### src/rtl/dfmcp_pkg.sv
// -----------------------------------------------------------------------------
// dfmcp_pkg
// Shared constants, types and character tables for the framed command parser.
// -----------------------------------------------------------------------------
package dfmcp_pkg;

   localparam int FRAME_LIMIT = 34;
   localparam int IDX_W       = $clog2(FRAME_LIMIT + 1);
   localparam int ADDR_W      = $clog2(FRAME_LIMIT);

   localparam logic [7:0] DELIM_CHAR = 8'd36;
   localparam logic [7:0] PLUS_CHAR  = 8'd43;
   localparam logic [7:0] MINUS_CHAR = 8'd45;
   localparam logic [7:0] SPACE_CHAR = 8'd32;
   localparam logic [7:0] ZERO_CHAR  = 8'd48;
   localparam logic [7:0] NINE_CHAR  = 8'd57;
   localparam logic [7:0] TAB_CHAR   = 8'd9;
   localparam logic [7:0] CR_CHAR    = 8'd13;

   localparam logic [6:0] DUTY_MAX  = 7'd99;
   localparam logic [6:0] DUTY_OVER = 7'd100;

   localparam logic [1:0] ANN_NONE   = 2'd0;
   localparam logic [1:0] ANN_AUTO   = 2'd1;
   localparam logic [1:0] ANN_MANUAL = 2'd2;

   typedef enum logic [1:0] {
      ST_IDLE,
      ST_WALK,
      ST_RESP
   } state_type;

   typedef enum logic [1:0] {
      PH_SKIP,
      PH_DIGITS,
      PH_DONE
   } phase_type;

   typedef struct packed {
      logic clear;
      logic step;
   } scan_ctl_type;

   typedef struct packed {
      logic       auto_ok;
      logic       manual_ok;
      logic       pwm_ok;
      logic       neg;
      logic [6:0] value;
   } scan_status_type;

   function automatic logic [7:0] auto_char(input logic [1:0] k);
      logic [7:0] c;
      case (k)
         2'd0:    c = 8'h61;  // a
         2'd1:    c = 8'h75;  // u
         2'd2:    c = 8'h74;  // t
         default: c = 8'h6f;  // o
      endcase
      return c;
   endfunction

   function automatic logic [7:0] manual_char(input logic [2:0] k);
      logic [7:0] c;
      case (k)
         3'd0:    c = 8'h6d;  // m
         3'd1:    c = 8'h61;  // a
         3'd2:    c = 8'h6e;  // n
         3'd3:    c = 8'h75;  // u
         3'd4:    c = 8'h61;  // a
         default: c = 8'h6c;  // l
      endcase
      return c;
   endfunction

   function automatic logic [7:0] pwm_char(input logic [1:0] k);
      logic [7:0] c;
      case (k)
         2'd0:    c = 8'h50;  // P
         2'd1:    c = 8'h57;  // W
         default: c = 8'h4d;  // M
      endcase
      return c;
   endfunction

endpackage

### src/rtl/dfmcp_if.sv
// -----------------------------------------------------------------------------
// dfmcp_if
// Valid/ready channels for received bytes and parser results.
// -----------------------------------------------------------------------------
interface dfmcp_req_if;
   logic       valid;
   logic       ready;
   logic [7:0] rx_byte;

   modport source (output valid, output rx_byte, input ready);
   modport sink (input valid, input rx_byte, output ready);
endinterface

interface dfmcp_rsp_if;
   logic       valid;
   logic       ready;
   logic       auto_mode;
   logic       manual_selected;
   logic [6:0] duty_value;
   logic [1:0] announce;

   modport source (output valid, output auto_mode, output manual_selected,
                   output duty_value, output announce, input ready);
   modport sink (input valid, input auto_mode, input manual_selected,
                 input duty_value, input announce, output ready);
endinterface

### src/rtl/dfmcp_frame_store.sv
// -----------------------------------------------------------------------------
// dfmcp_frame_store
// Frame text memory, one write port and one registered read port.
// -----------------------------------------------------------------------------
module dfmcp_frame_store (
   input  logic                           clock,
   input  logic                           wr_en,
   input  logic [dfmcp_pkg::ADDR_W-1:0]   wr_addr,
   input  logic [7:0]                     wr_data,
   input  logic [dfmcp_pkg::ADDR_W-1:0]   rd_addr,
   output logic [7:0]                     rd_data
);

   logic [7:0] mem [dfmcp_pkg::FRAME_LIMIT];
   logic [7:0] rd_data_ff;

   always_ff @(posedge clock) begin
      if (wr_en) begin
         mem[wr_addr] <= wr_data;
      end
      rd_data_ff <= mem[rd_addr];
   end

   assign rd_data = rd_data_ff;

endmodule

### src/rtl/dfmcp_scan_unit.sv
// -----------------------------------------------------------------------------
// dfmcp_scan_unit
// Per-character compare and decimal accumulate unit, stepped once per byte.
// -----------------------------------------------------------------------------
module dfmcp_scan_unit (
   input  logic                          clock,
   input  logic                          reset,
   input  dfmcp_pkg::scan_ctl_type       ctl,
   input  logic [7:0]                    char_in,
   input  logic [dfmcp_pkg::IDX_W-1:0]   pos,
   output dfmcp_pkg::scan_status_type    status
);

   logic                 auto_ok_ff, auto_ok_in;
   logic                 manual_ok_ff, manual_ok_in;
   logic                 pwm_ok_ff, pwm_ok_in;
   logic                 neg_ff, neg_in;
   logic [6:0]           value_ff, value_in;
   dfmcp_pkg::phase_type phase_ff, phase_in;

   logic       is_blank;
   logic       is_digit;
   logic       is_sign;
   logic [3:0] digit;
   logic [9:0] acc;
   logic [6:0] acc_sat;

   assign is_blank = (char_in == dfmcp_pkg::SPACE_CHAR) ||
                     ((char_in >= dfmcp_pkg::TAB_CHAR) && (char_in <= dfmcp_pkg::CR_CHAR));
   assign is_digit = (char_in >= dfmcp_pkg::ZERO_CHAR) && (char_in <= dfmcp_pkg::NINE_CHAR);
   assign is_sign  = (char_in == dfmcp_pkg::PLUS_CHAR) || (char_in == dfmcp_pkg::MINUS_CHAR);
   assign digit    = 4'(char_in - dfmcp_pkg::ZERO_CHAR);

   // value * 10 + digit, saturating to one past the maximum
   assign acc     = {value_ff, 3'b000} + {2'b00, value_ff, 1'b0} + {6'd0, digit};
   assign acc_sat = (acc > {3'd0, dfmcp_pkg::DUTY_MAX}) ? dfmcp_pkg::DUTY_OVER : acc[6:0];

   always_comb begin
      auto_ok_in   = auto_ok_ff;
      manual_ok_in = manual_ok_ff;
      pwm_ok_in    = pwm_ok_ff;
      neg_in       = neg_ff;
      value_in     = value_ff;
      phase_in     = phase_ff;
      if (ctl.clear) begin
         auto_ok_in   = 1'b1;
         manual_ok_in = 1'b1;
         pwm_ok_in    = 1'b1;
         neg_in       = 1'b0;
         value_in     = 7'd0;
         phase_in     = dfmcp_pkg::PH_SKIP;
      end else if (ctl.step) begin
         if ((pos < 6'd4) && (char_in != dfmcp_pkg::auto_char(pos[1:0]))) begin
            auto_ok_in = 1'b0;
         end
         if ((pos < 6'd6) && (char_in != dfmcp_pkg::manual_char(pos[2:0]))) begin
            manual_ok_in = 1'b0;
         end
         if ((pos < 6'd3) && (char_in != dfmcp_pkg::pwm_char(pos[1:0]))) begin
            pwm_ok_in = 1'b0;
         end
         // number parse starts after the three-letter prefix
         if (pos >= 6'd3) begin
            case (phase_ff)
               dfmcp_pkg::PH_SKIP: begin
                  if (is_blank) begin
                     phase_in = dfmcp_pkg::PH_SKIP;
                  end else if (is_sign) begin
                     neg_in   = (char_in == dfmcp_pkg::MINUS_CHAR);
                     phase_in = dfmcp_pkg::PH_DIGITS;
                  end else if (is_digit) begin
                     value_in = acc_sat;
                     phase_in = dfmcp_pkg::PH_DIGITS;
                  end else begin
                     phase_in = dfmcp_pkg::PH_DONE;
                  end
               end
               dfmcp_pkg::PH_DIGITS: begin
                  if (is_digit) begin
                     value_in = acc_sat;
                  end else begin
                     phase_in = dfmcp_pkg::PH_DONE;
                  end
               end
               default: begin
                  phase_in = dfmcp_pkg::PH_DONE;
               end
            endcase
         end
      end
   end

   always_ff @(posedge clock) begin
      if (reset) begin
         auto_ok_ff   <= 1'b1;
         manual_ok_ff <= 1'b1;
         pwm_ok_ff    <= 1'b1;
         neg_ff       <= 1'b0;
         value_ff     <= 7'd0;
         phase_ff     <= dfmcp_pkg::PH_SKIP;
      end else begin
         auto_ok_ff   <= auto_ok_in;
         manual_ok_ff <= manual_ok_in;
         pwm_ok_ff    <= pwm_ok_in;
         neg_ff       <= neg_in;
         value_ff     <= value_in;
         phase_ff     <= phase_in;
      end
   end

   assign status.auto_ok   = auto_ok_ff;
   assign status.manual_ok = manual_ok_ff;
   assign status.pwm_ok    = pwm_ok_ff;
   assign status.neg       = neg_ff;
   assign status.value     = value_ff;

endmodule

### src/rtl/dollar_framed_mode_command_parser.sv
// -----------------------------------------------------------------------------
// dollar_framed_mode_command_parser
// Dollar-framed mode command parser with a sequential text scan.
// -----------------------------------------------------------------------------
// Usage:
//   req_bus carries one received byte per transfer (valid/ready). Every byte
//   gives exactly one result on rsp_bus: current auto mode, manual selection,
//   duty value and an announce code for the frame closed by that byte.
//   A '$' opens a frame; the next '$' closes it, runs the command and opens a
//   new frame. Text is held in a 34-byte memory with one registered read port.
// Response:
//   a byte that does not close a frame: result valid in the cycle after its
//   transfer. A closing '$': the scan unit first walks the stored text
//   (0..33 bytes), reading one stored byte per cycle, then the result is valid.
// Throughput:
//   one byte at a time; req_bus.ready is high only while no byte is in work.
// Reset:
//   no frame open, auto mode on, manual off, duty 0; no clearing pass.
// Stall:
//   a result is held in its register until rsp_bus.ready; no byte is taken
//   meanwhile.
// -----------------------------------------------------------------------------
module dollar_framed_mode_command_parser (
   input logic        clock,
   input logic        reset,
   dfmcp_req_if.sink  req_bus,
   dfmcp_rsp_if.source rsp_bus
);

   dfmcp_pkg::state_type state_ff, state_in;

   logic [dfmcp_pkg::IDX_W-1:0]  fill_ff, fill_in;
   logic [dfmcp_pkg::IDX_W-1:0]  pos_ff, pos_in;
   logic                         in_frame_ff, in_frame_in;
   logic                         auto_ff, auto_in;
   logic                         manual_ff, manual_in;
   logic [6:0]                   duty_ff, duty_in;
   logic [1:0]                   ann_ff, ann_in;

   logic                         req_xfer;
   logic                         rsp_xfer;
   logic                         is_delim;
   logic                         overflow;
   logic                         start_walk;
   logic                         walk_done;
   logic                         wr_en;
   logic [dfmcp_pkg::ADDR_W-1:0] rd_addr;
   logic [7:0]                   rd_data;
   logic [dfmcp_pkg::IDX_W-1:0]  pos_next;

   dfmcp_pkg::scan_ctl_type      scan_ctl;
   dfmcp_pkg::scan_status_type   scan_status;

   assign req_xfer   = req_bus.valid && req_bus.ready;
   assign rsp_xfer   = rsp_bus.valid && rsp_bus.ready;
   assign is_delim   = (req_bus.rx_byte == dfmcp_pkg::DELIM_CHAR);
   assign overflow   = in_frame_ff && (fill_ff == dfmcp_pkg::IDX_W'(dfmcp_pkg::FRAME_LIMIT));
   assign start_walk = req_xfer && !overflow && in_frame_ff && is_delim;
   assign walk_done  = (pos_ff == fill_ff) || (rd_data == 8'd0);
   assign wr_en      = req_xfer && !overflow && in_frame_ff && !is_delim;
   assign pos_next   = pos_ff + 6'd1;

   // read is one ahead of the scan position; the idle read primes byte zero
   always_comb begin
      if (state_ff == dfmcp_pkg::ST_IDLE) begin
         rd_addr = '0;
      end else if (pos_next >= dfmcp_pkg::IDX_W'(dfmcp_pkg::FRAME_LIMIT)) begin
         rd_addr = pos_ff[dfmcp_pkg::ADDR_W-1:0];
      end else begin
         rd_addr = pos_next[dfmcp_pkg::ADDR_W-1:0];
      end
   end

   dfmcp_frame_store u_store (
      .clock   (clock),
      .wr_en   (wr_en),
      .wr_addr (fill_ff[dfmcp_pkg::ADDR_W-1:0]),
      .wr_data (req_bus.rx_byte),
      .rd_addr (rd_addr),
      .rd_data (rd_data)
   );

   assign scan_ctl.clear = req_xfer;
   assign scan_ctl.step  = (state_ff == dfmcp_pkg::ST_WALK) && !walk_done;

   dfmcp_scan_unit u_scan (
      .clock   (clock),
      .reset   (reset),
      .ctl     (scan_ctl),
      .char_in (rd_data),
      .pos     (pos_ff),
      .status  (scan_status)
   );

   // next state
   always_comb begin
      state_in = state_ff;
      unique case (state_ff)
         dfmcp_pkg::ST_IDLE: begin
            if (start_walk) begin
               state_in = dfmcp_pkg::ST_WALK;
            end else if (req_xfer) begin
               state_in = dfmcp_pkg::ST_RESP;
            end
         end
         dfmcp_pkg::ST_WALK: begin
            if (walk_done) begin
               state_in = dfmcp_pkg::ST_RESP;
            end
         end
         dfmcp_pkg::ST_RESP: begin
            if (rsp_xfer) begin
               state_in = dfmcp_pkg::ST_IDLE;
            end
         end
         default: begin
            state_in = dfmcp_pkg::ST_IDLE;
         end
      endcase
   end

   // handshake outputs
   always_comb begin
      req_bus.ready = 1'b0;
      rsp_bus.valid = 1'b0;
      unique case (state_ff)
         dfmcp_pkg::ST_IDLE: req_bus.ready = 1'b1;
         dfmcp_pkg::ST_RESP: rsp_bus.valid = 1'b1;
         default: begin
            req_bus.ready = 1'b0;
            rsp_bus.valid = 1'b0;
         end
      endcase
   end

   // datapath
   always_comb begin
      fill_in     = fill_ff;
      pos_in      = pos_ff;
      in_frame_in = in_frame_ff;
      auto_in     = auto_ff;
      manual_in   = manual_ff;
      duty_in     = duty_ff;
      ann_in      = ann_ff;
      if (req_xfer) begin
         ann_in = dfmcp_pkg::ANN_NONE;
         pos_in = '0;
         if (overflow) begin
            fill_in     = '0;
            in_frame_in = is_delim;
         end else if (in_frame_ff) begin
            if (!is_delim) begin
               fill_in = fill_ff + 6'd1;
            end
         end else begin
            in_frame_in = is_delim;
         end
      end else if ((state_ff == dfmcp_pkg::ST_WALK) && walk_done) begin
         // frame closed: act on the text, then a fresh frame is open
         if (scan_status.auto_ok && (pos_ff == 6'd4)) begin
            auto_in   = 1'b1;
            manual_in = 1'b0;
            ann_in    = dfmcp_pkg::ANN_AUTO;
         end else if (scan_status.manual_ok && (pos_ff == 6'd6)) begin
            manual_in = 1'b1;
            ann_in    = dfmcp_pkg::ANN_MANUAL;
         end else if (manual_ff && scan_status.pwm_ok && (pos_ff >= 6'd3)) begin
            auto_in = 1'b0;
            if (scan_status.neg) begin
               duty_in = 7'd0;
            end else if (scan_status.value > dfmcp_pkg::DUTY_MAX) begin
               duty_in = dfmcp_pkg::DUTY_MAX;
            end else begin
               duty_in = scan_status.value;
            end
         end
         fill_in     = '0;
         in_frame_in = 1'b1;
      end else if ((state_ff == dfmcp_pkg::ST_WALK) && !walk_done) begin
         pos_in = pos_next;
      end
   end

   always_ff @(posedge clock) begin
      if (reset) begin
         state_ff    <= dfmcp_pkg::ST_IDLE;
         fill_ff     <= '0;
         pos_ff      <= '0;
         in_frame_ff <= 1'b0;
         auto_ff     <= 1'b1;
         manual_ff   <= 1'b0;
         duty_ff     <= 7'd0;
         ann_ff      <= dfmcp_pkg::ANN_NONE;
      end else begin
         state_ff    <= state_in;
         fill_ff     <= fill_in;
         pos_ff      <= pos_in;
         in_frame_ff <= in_frame_in;
         auto_ff     <= auto_in;
         manual_ff   <= manual_in;
         duty_ff     <= duty_in;
         ann_ff      <= ann_in;
      end
   end

   assign rsp_bus.auto_mode       = auto_ff;
   assign rsp_bus.manual_selected = manual_ff;
   assign rsp_bus.duty_value      = duty_ff;
   assign rsp_bus.announce        = ann_ff;

endmodule
### src/flat_wrapper.sv
// flat-port wrapper written by rule: the top's interface ports become plain ports
module dollar_framed_mode_command_parser_flat 
  (clock, reset, req_bus_valid, req_bus_rx_byte, req_bus_ready, rsp_bus_valid, rsp_bus_auto_mode, rsp_bus_manual_selected, rsp_bus_duty_value, rsp_bus_announce, rsp_bus_ready);
  dfmcp_req_if req_bus_i ();
  dfmcp_rsp_if rsp_bus_i ();
  input logic clock;
  input logic reset;
  input wire logic [$bits(req_bus_i.valid)-1:0] req_bus_valid;
  input wire logic [$bits(req_bus_i.rx_byte)-1:0] req_bus_rx_byte;
  output wire logic [$bits(req_bus_i.ready)-1:0] req_bus_ready;
  output wire logic [$bits(rsp_bus_i.valid)-1:0] rsp_bus_valid;
  output wire logic [$bits(rsp_bus_i.auto_mode)-1:0] rsp_bus_auto_mode;
  output wire logic [$bits(rsp_bus_i.manual_selected)-1:0] rsp_bus_manual_selected;
  output wire logic [$bits(rsp_bus_i.duty_value)-1:0] rsp_bus_duty_value;
  output wire logic [$bits(rsp_bus_i.announce)-1:0] rsp_bus_announce;
  input wire logic [$bits(rsp_bus_i.ready)-1:0] rsp_bus_ready;
  assign req_bus_i.valid = req_bus_valid;
  assign req_bus_i.rx_byte = req_bus_rx_byte;
  assign req_bus_ready = req_bus_i.ready;
  assign rsp_bus_valid = rsp_bus_i.valid;
  assign rsp_bus_auto_mode = rsp_bus_i.auto_mode;
  assign rsp_bus_manual_selected = rsp_bus_i.manual_selected;
  assign rsp_bus_duty_value = rsp_bus_i.duty_value;
  assign rsp_bus_announce = rsp_bus_i.announce;
  assign rsp_bus_i.ready = rsp_bus_ready;
  dollar_framed_mode_command_parser u_core (.clock(clock), .reset(reset), .req_bus(req_bus_i), .rsp_bus(rsp_bus_i));
endmodule
### config.mk
export PLATFORM = sky130hd
export DESIGN_NAME = dollar_framed_mode_command_parser_flat
export DESIGN_NICKNAME = d
export VERILOG_FILES = /design/src/rtl/dfmcp_pkg.sv /design/src/rtl/dfmcp_if.sv /design/src/rtl/dfmcp_frame_store.sv /design/src/rtl/dfmcp_scan_unit.sv /design/src/rtl/dollar_framed_mode_command_parser.sv /design/src/flat_wrapper.sv
export SDC_FILE = /design/constraint.sdc
export NUM_CORES = 1
export LEC_CHECK = 0
export ABC_AREA = 1
export ABC_CLOCK_PERIOD_IN_PS = 3700
export BUFFER_PORTS_ARGS = -buffer_cell sky130_fd_sc_hd__buf_2
export CORE_UTILIZATION = 54
export DETAILED_ROUTE_END_ITERATION = 10
export PLACE_DENSITY = 0.79
export SKIP_LAST_GASP = 1
export SYNTH_ARGS = -nofsm -noshare
export SYNTH_HDL_FRONTEND = slang
export SYNTH_HIERARCHICAL = 1
export SYNTH_SLANG_ARGS = --single-unit
### constraint.sdc
create_clock -name clock -period 3.7 [get_ports clock]
set_clock_uncertainty 0.2 [all_clocks]
set_input_delay 0.37 -clock clock [delete_from_list [all_inputs] [get_ports clock]]
set_output_delay 0.37 -clock clock [all_outputs]
set_load 0.02 [all_outputs]
* After elaboration in Yosys (flattened, before gate mapping)
Memories as Yosys holds them, arrays and structs flattened. A register that Yosys moved wholly into a read port is not among the register bits.
Index checks and enable logic that the tools add are counted.
W data, S select, Z words.
** Storage, ports and cells
- Output and inout port bits :: 13
- RAM bits :: 272
- Input bits :: 12
- Memories :: 1
- Word-level logic and storage cells :: 161
- Bits in registers :: 39
** Operators by class
- Eq/ne operators :: 29
- Mux-type cells :: 48
- Add/sub/neg operators :: 5
- Magnitude comparators :: 11
- Bitwise operators :: 5
- Reduce and logical (&&, ||, !) cells :: 48
** Memories
- u_core.u_store.mem :: depth 34, bits a word 8, read ports 1, clocked after Yosys merged registers in 1, write ports 1, line dfmcp_frame_store.sv:14 : logic [7:0] mem [dfmcp_pkg::FRAME_LIMIT];
** Operators with widths (number)
- $mux W8 :: 6
- $mux W6 :: 7
- $mux W7 :: 6
- $eq A8 B6 Y1 const B :: 4
- $ne A8 B8 Y1 :: 3
- $mux W2 :: 10
- $pmux W5 S4 :: 1
- $logic_and A1 B1 Y1 :: 18
- $pmux W5 S3 :: 1
- $reduce_and A5 Y1 :: 3
- $pmux W7 S2 :: 1
- $mux W1 :: 13
- $add A6 B1 Y6 const B :: 2
- $eq A6 B3 Y1 const B :: 2
- $lt A6 B3 Y1 const B :: 2
- $reduce_and A3 Y1 :: 4
- $add A10 B4 Y10 :: 1
- $add A10 B8 Y10 :: 1
- $gt A10 B7 Y1 const B :: 1
- $pmux W5 S2 :: 1
- $reduce_and A2 Y1 :: 5
- $ge A8 B4 Y1 const B :: 1
- $ge A8 B6 Y1 const B :: 1
- $le A8 B4 Y1 const B :: 1
- other kinds (29) :: 51

* Depth between registers and ports, before layout
- Word-level depth :: 9
- Mapped depth :: 21
- Depth with buffers taken out :: 19

* Cells and area by module
Netlist, hierarchy kept.
** Modules (own cells, without submodules)
- dfmcp_frame_store :: cells each 963, sequential area each 8328.0 sq um, times used 1, area each 11282.1 sq um
- dollar_framed_mode_command_parser :: cells each 262, sequential area each 520.5 sq um, times used 1, area each 1760.4 sq um
- dfmcp_scan_unit :: cells each 239, sequential area each 260.2 sq um, times used 1, area each 1485.2 sq um

* Worst setup path after synthesis
No wires, ideal clock.
- Kind :: reg2reg
- Start :: register u_core/pos_ff[0] in the netlist's numbering
- End :: register u_core.u_store.rd_data_ff[6] (netlist: u_core/u_store/rd_data[6]), read port of u_core.u_store.mem
- Clock period less this slack :: 2.756 ns
- Cell stages (with the launch flop) :: 21
- Setup time :: 0.116 ns
- Path buffers :: 3
- Slack :: 0.944 ns
- Data arrival time :: 2.440 ns
- Required time :: 3.384 ns
- Path through :: dfxtp_1 -> ha_1 -> nand2_1 -> nor2_1 -> xor2_1 -> nand3_1 -> nand2_2 -> inv_2 -> o21ai_1 -> nor2_1 -> buf_4 -> buf_6 -> buf_6 -> nand2_1 -> nand3_1 -> nand3_1 -> nand2_1 -> nand2_1 -> nand3_1 -> nand3_1 -> nand2_1
** On the way
- Cells in the longest elaborated chain, start to end :: 4
** Ends and longest elaborated chain
- from (decl) :: line dollar_framed_mode_command_parser.sv:33 : logic [dfmcp_pkg::IDX_W-1:0] pos_ff, pos_in;
- from (signal assigned) :: line dollar_framed_mode_command_parser.sv:197 : pos_ff <= pos_in;
- $add A6 B1 Y6 :: line dollar_framed_mode_command_parser.sv:61 : assign pos_next = pos_ff + 6'd1;
- $ge A6 B6 Y1 :: line dollar_framed_mode_command_parser.sv:67 : end else if (pos_next >= dfmcp_pkg::IDX_W'(dfmcp_pkg::FRAME_LIMIT)) begin
- $mux W6 (*) :: line dollar_framed_mode_command_parser.sv:67
- $mux W6 (*) :: line dollar_framed_mode_command_parser.sv:65 : if (state_ff == dfmcp_pkg::ST_IDLE) begin
- named net u_core.rd_addr, one bit :: line dollar_framed_mode_command_parser.sv:47 : logic [dfmcp_pkg::ADDR_W-1:0] rd_addr;
- to (decl) :: line dfmcp_frame_store.sv:15 : logic [7:0] rd_data_ff;
Mark *: on every way through the listed nets, which the timed path passes. The rest lies on a longest branch.
A chain may end at the register's enable or synchronous reset.

* Final worst setup path
- Start :: register u_core/pos_ff[0] in the netlist's numbering
- End :: register u_core.u_store.rd_data_ff[5] (netlist: u_core/u_store/rd_data[5]), read port of u_core.u_store.mem
The elaborated chain is that of the path after synthesis.

==> flow_summary.json <==
{
  "die_y_um": 166,
  "worstPathRequired_ps": 3950,
  "die_w_um": 166,
  "failed_checks": "DRC",
  "rsz0062_at_grt": "yes",
  "yosysWarnings": 6,
  "drive_gt1_share_pct": 11.8,
  "overflow": 0,
  "rows": 59,
  "hold_violations": 0,
  "clockRootBuffer": "clkbuf_16",
  "grt_pass1_wl_mm": 55.9,
  "status": "finished, violations left",
  "crit_path_top_delay_cell": "dfxtp_2",
  "p_per_area_nw_per_um2": 475,
  "synth.distinct_cells": 40,
  "netlist_area_um2": 14500,
  "floorplan.initialDensity_pct": 55.4,
  "gp_congestion": 0.913,
  "hpwl_mm": 21.5,
  "yosysMostFrequentCell": "nand2_1",
  "clock_path_buffers": 3,
  "max_clock_freq_ghz": 0.288,
  "io_buffers": 24,
  "area_growth_pct": 12.8,
  "yosys_most_used_dff": "edfxtp_1",
  "grt_max_degree": 137,
  "path_cells": "ha_1 > nand2_1 > nor2_1 > xor2_1 > nand3_1 > nand2_2 > nor2_1 > nor2_4 > buf_16 > nand2_1 > nand3_1 > nand3_1 > nand2_1 > nand2_1 > nand3_1 > nand3_1 > nand2_1",
  "timing_max_transition_violations_final": 0,
  "pre_cts_slack_ps": 123,
  "critical_path_arrival_ps": 3720,
  "end_kind": "register",
  "path_buf_inv": 1,
  "cts.reportedPaths.clkPinSlew_ps": 60,
  "wl_per_cell_um": 18.5,
  "min_period_over_period_pct": 93.7,
  "synth.area.top_cells": "edfxtp_1, nand2_1, nand3_1",
  "start_kind": "register",
  "setup_ws_ps": 233,
  "ys_ff_latch": 319,
  "vias": 10800,
  "synth_edf_count": 272,
  "grt_pass1_vias": 10600,
  "hold_slack_ps": 207,
  "via_per_inst": 5.73,
  "final_nets": 1559,
  "fill_cells": 2033,
  "antenna_found_initial": 0,
  "tns_ps": 0,
  "worstPathMaxFanout": 136,
  "drtIter0Drc": 1271,
  "coreArea_um2": 26200,
  "post-route-min-period_ps": 3470,
  "drc_errors": 6,
  "synth_cells": 1464,
  "yosys.area.top_type": "edfxtp_1",
  "die_area_um2": 27600,
  "worstMarginPinSlew_ps": 672,
  "cts_setup_buffers": 0,
  "synth_common_cells": "nand2_1, edfxtp_1, nand3_1",
  "yosysTopAreaCellShare_pct": 56.2,
  "ir_drop_mv": 0.390,
  "antenna_left": 0,
  "critical_path.top_delay_family": "simple AND/OR/NAND/NOR gates",
  "avgSynthCellArea_um2": 9.92,
  "track_usage_pct": 25.9,
  "synth_fp_nets": 1501,
  "cap_violations": 0,
  "clk_latency_ps": 530,
  "htreeDepth": 2,
  "path_class": "register to register",
  "async_reset_ff_share_pct": 0,
  "min_path_type": "input port to register",
  "cts_tree": "built",
  "slowest_delay_ps": 450,
  "io_pins": 25,
  "cts_buffers": 34,
  "firstDrtPassIters": 11,
  "finalSetupViolCount": 0,
  "clock_sinks": 319,
  "slew_headroom_pct": 55.2,
  "ys_seq_area_share_pct": 62.7,
  "routed_wl_mm": 34.8,
  "leakagePower_nw": 6.37,
  "antenna_cells": 0
}
==> worst paths after layout <==
kind / from / endpoint / slack (ps) / depth (start not counted)
max: u_core/pos_ff[0] / u_core/u_store/rd_data[5] / 230 / 17
min: req_bus_valid / u_core/fill_ff[3] / 210 / 7
max reg2reg: u_core/pos_ff[0] / u_core/u_store/rd_data[5] / 230 / 17
min reg2reg: u_core/rsp_bus.duty_value[4] / u_core/rsp_bus.duty_value[4] / 240 / 2
==> final cells by class <==
cell class	instances	area, um^2	share of cell area, %
clock inverters	20	218	1.33
well taps	335	419	2.56
flip-flops and latches	319	9110	55.6
multi-input cells	978	4680	28.6
inverters	104	393	2.40
repair buffers	85	657	4.01
clock buffers	39	901	5.50
==> state kept, by name, summed over array words and instances (netlist names) <==
| signal | cells |
|---|---|
| u_core/rsp_bus.announce | 2 |
| u_core/u_scan/neg_ff | 1 |
| u_core/rsp_bus.duty_value | 7 |
| u_core/rsp_bus.manual_selected | 1 |
| u_core/in_frame_ff | 1 |
| u_core/u_scan/pwm_ok_ff | 1 |
| u_core/u_scan/phase_ff | 2 |
| u_core/pos_ff | 6 |
| u_core/u_scan/value_ff | 7 |
| u_core/fill_ff | 6 |
| u_core/rsp_bus.auto_mode | 1 |
| u_core/u_scan/auto_ok_ff | 1 |
| u_core/state_ff | 2 |
| u_core/u_store/rd_data | 8 |
| u_core/u_scan/manual_ok_ff | 1 |
| u_core/u_store/mem | 272 |
==> cell usage in the layout (no fill, tap or decap), types with 23 or more instances in the layout <==
cell       synthesis  layout
dfxtp_1           47      45
a21oi_1           36      36
nor2_1           104     101
o21ai_0           30      30
edfxtp_1         272     272
buf_2             26      24
inv_1             91      91
ha_1              23      23
clkbuf_16          0      35
nand2_1          431     431
buf_4             11      53
nand3_1          265     265
==> logic make-up after synthesis <==
logic type               count (synthesis)  share of synthesized area [%]
flip-flops                             319                           62.7
AND/OR/NAND/NOR                        851                           25.7
AO/OA/AOI/OAI                           91                           3.52
buffers and inverters                  167                           5.18
XOR/XNOR                                11                          0.663
adder cells (fa/ha/maj)                 25                           2.26
==> metrics by stage <==
stage	power, mW	cells	area, um^2	util [%]
2_1_floorplan	4.28	1464	14500	-
3_3_place_gp	4.42	1819	15200	58.1
3_5_place_dp	4.44	1819	15200	58.1
4_1_cts	7.81	1880	16400	62.5
5_1_grt	8.00	1880	16400	62.5
6_report	7.78	1880	16400	62.5
==> worst reg2reg max path, cell delays in order (launching register included) <==
cell,delay (ps)
dfxtp_2,450
ha_1,220
nand2_1,90
nor2_1,130
xor2_1,270
nand3_1,160
nand2_2,170
nor2_1,90
nor2_4,200
buf_16,380
nand2_1,340
nand3_1,120
nand3_1,90
nand2_1,110
nand2_1,60
nand3_1,140
nand3_1,120
nand2_1,80
==> layer usage <==
layer  GRT usage, %  vias to the layer above  share of wire (%)
met2           42.2                      504                 48
met5              0                        -                  0
met4           11.3                        0                3.7
met1           33.6                     5076                 40
li1               -                     5096                  -
met3           5.53                      102                9.0
==> report_power, final <==
| group | total [mW] | internal (mW) | switching (mW) |
|---|---|---|---|
| clock | 3.40 | 2.03 | 1.37 |
| sequential | 3.95 | 3.92 | 0.0368 |
| combinational | 0.426 | 0.118 | 0.309 |
| total | 7.78 | 6.06 | 1.72 |
==> what timing repair did <==
action | 4_1_cts | 5_1_grt
endpoints found under the setup margin | 0 | 8
gates resized for setup | 0 | 5
hold buffers | 2 | 0
hold endpoints to repair | 2 | 0
Power figures use the tool's default switching activity.
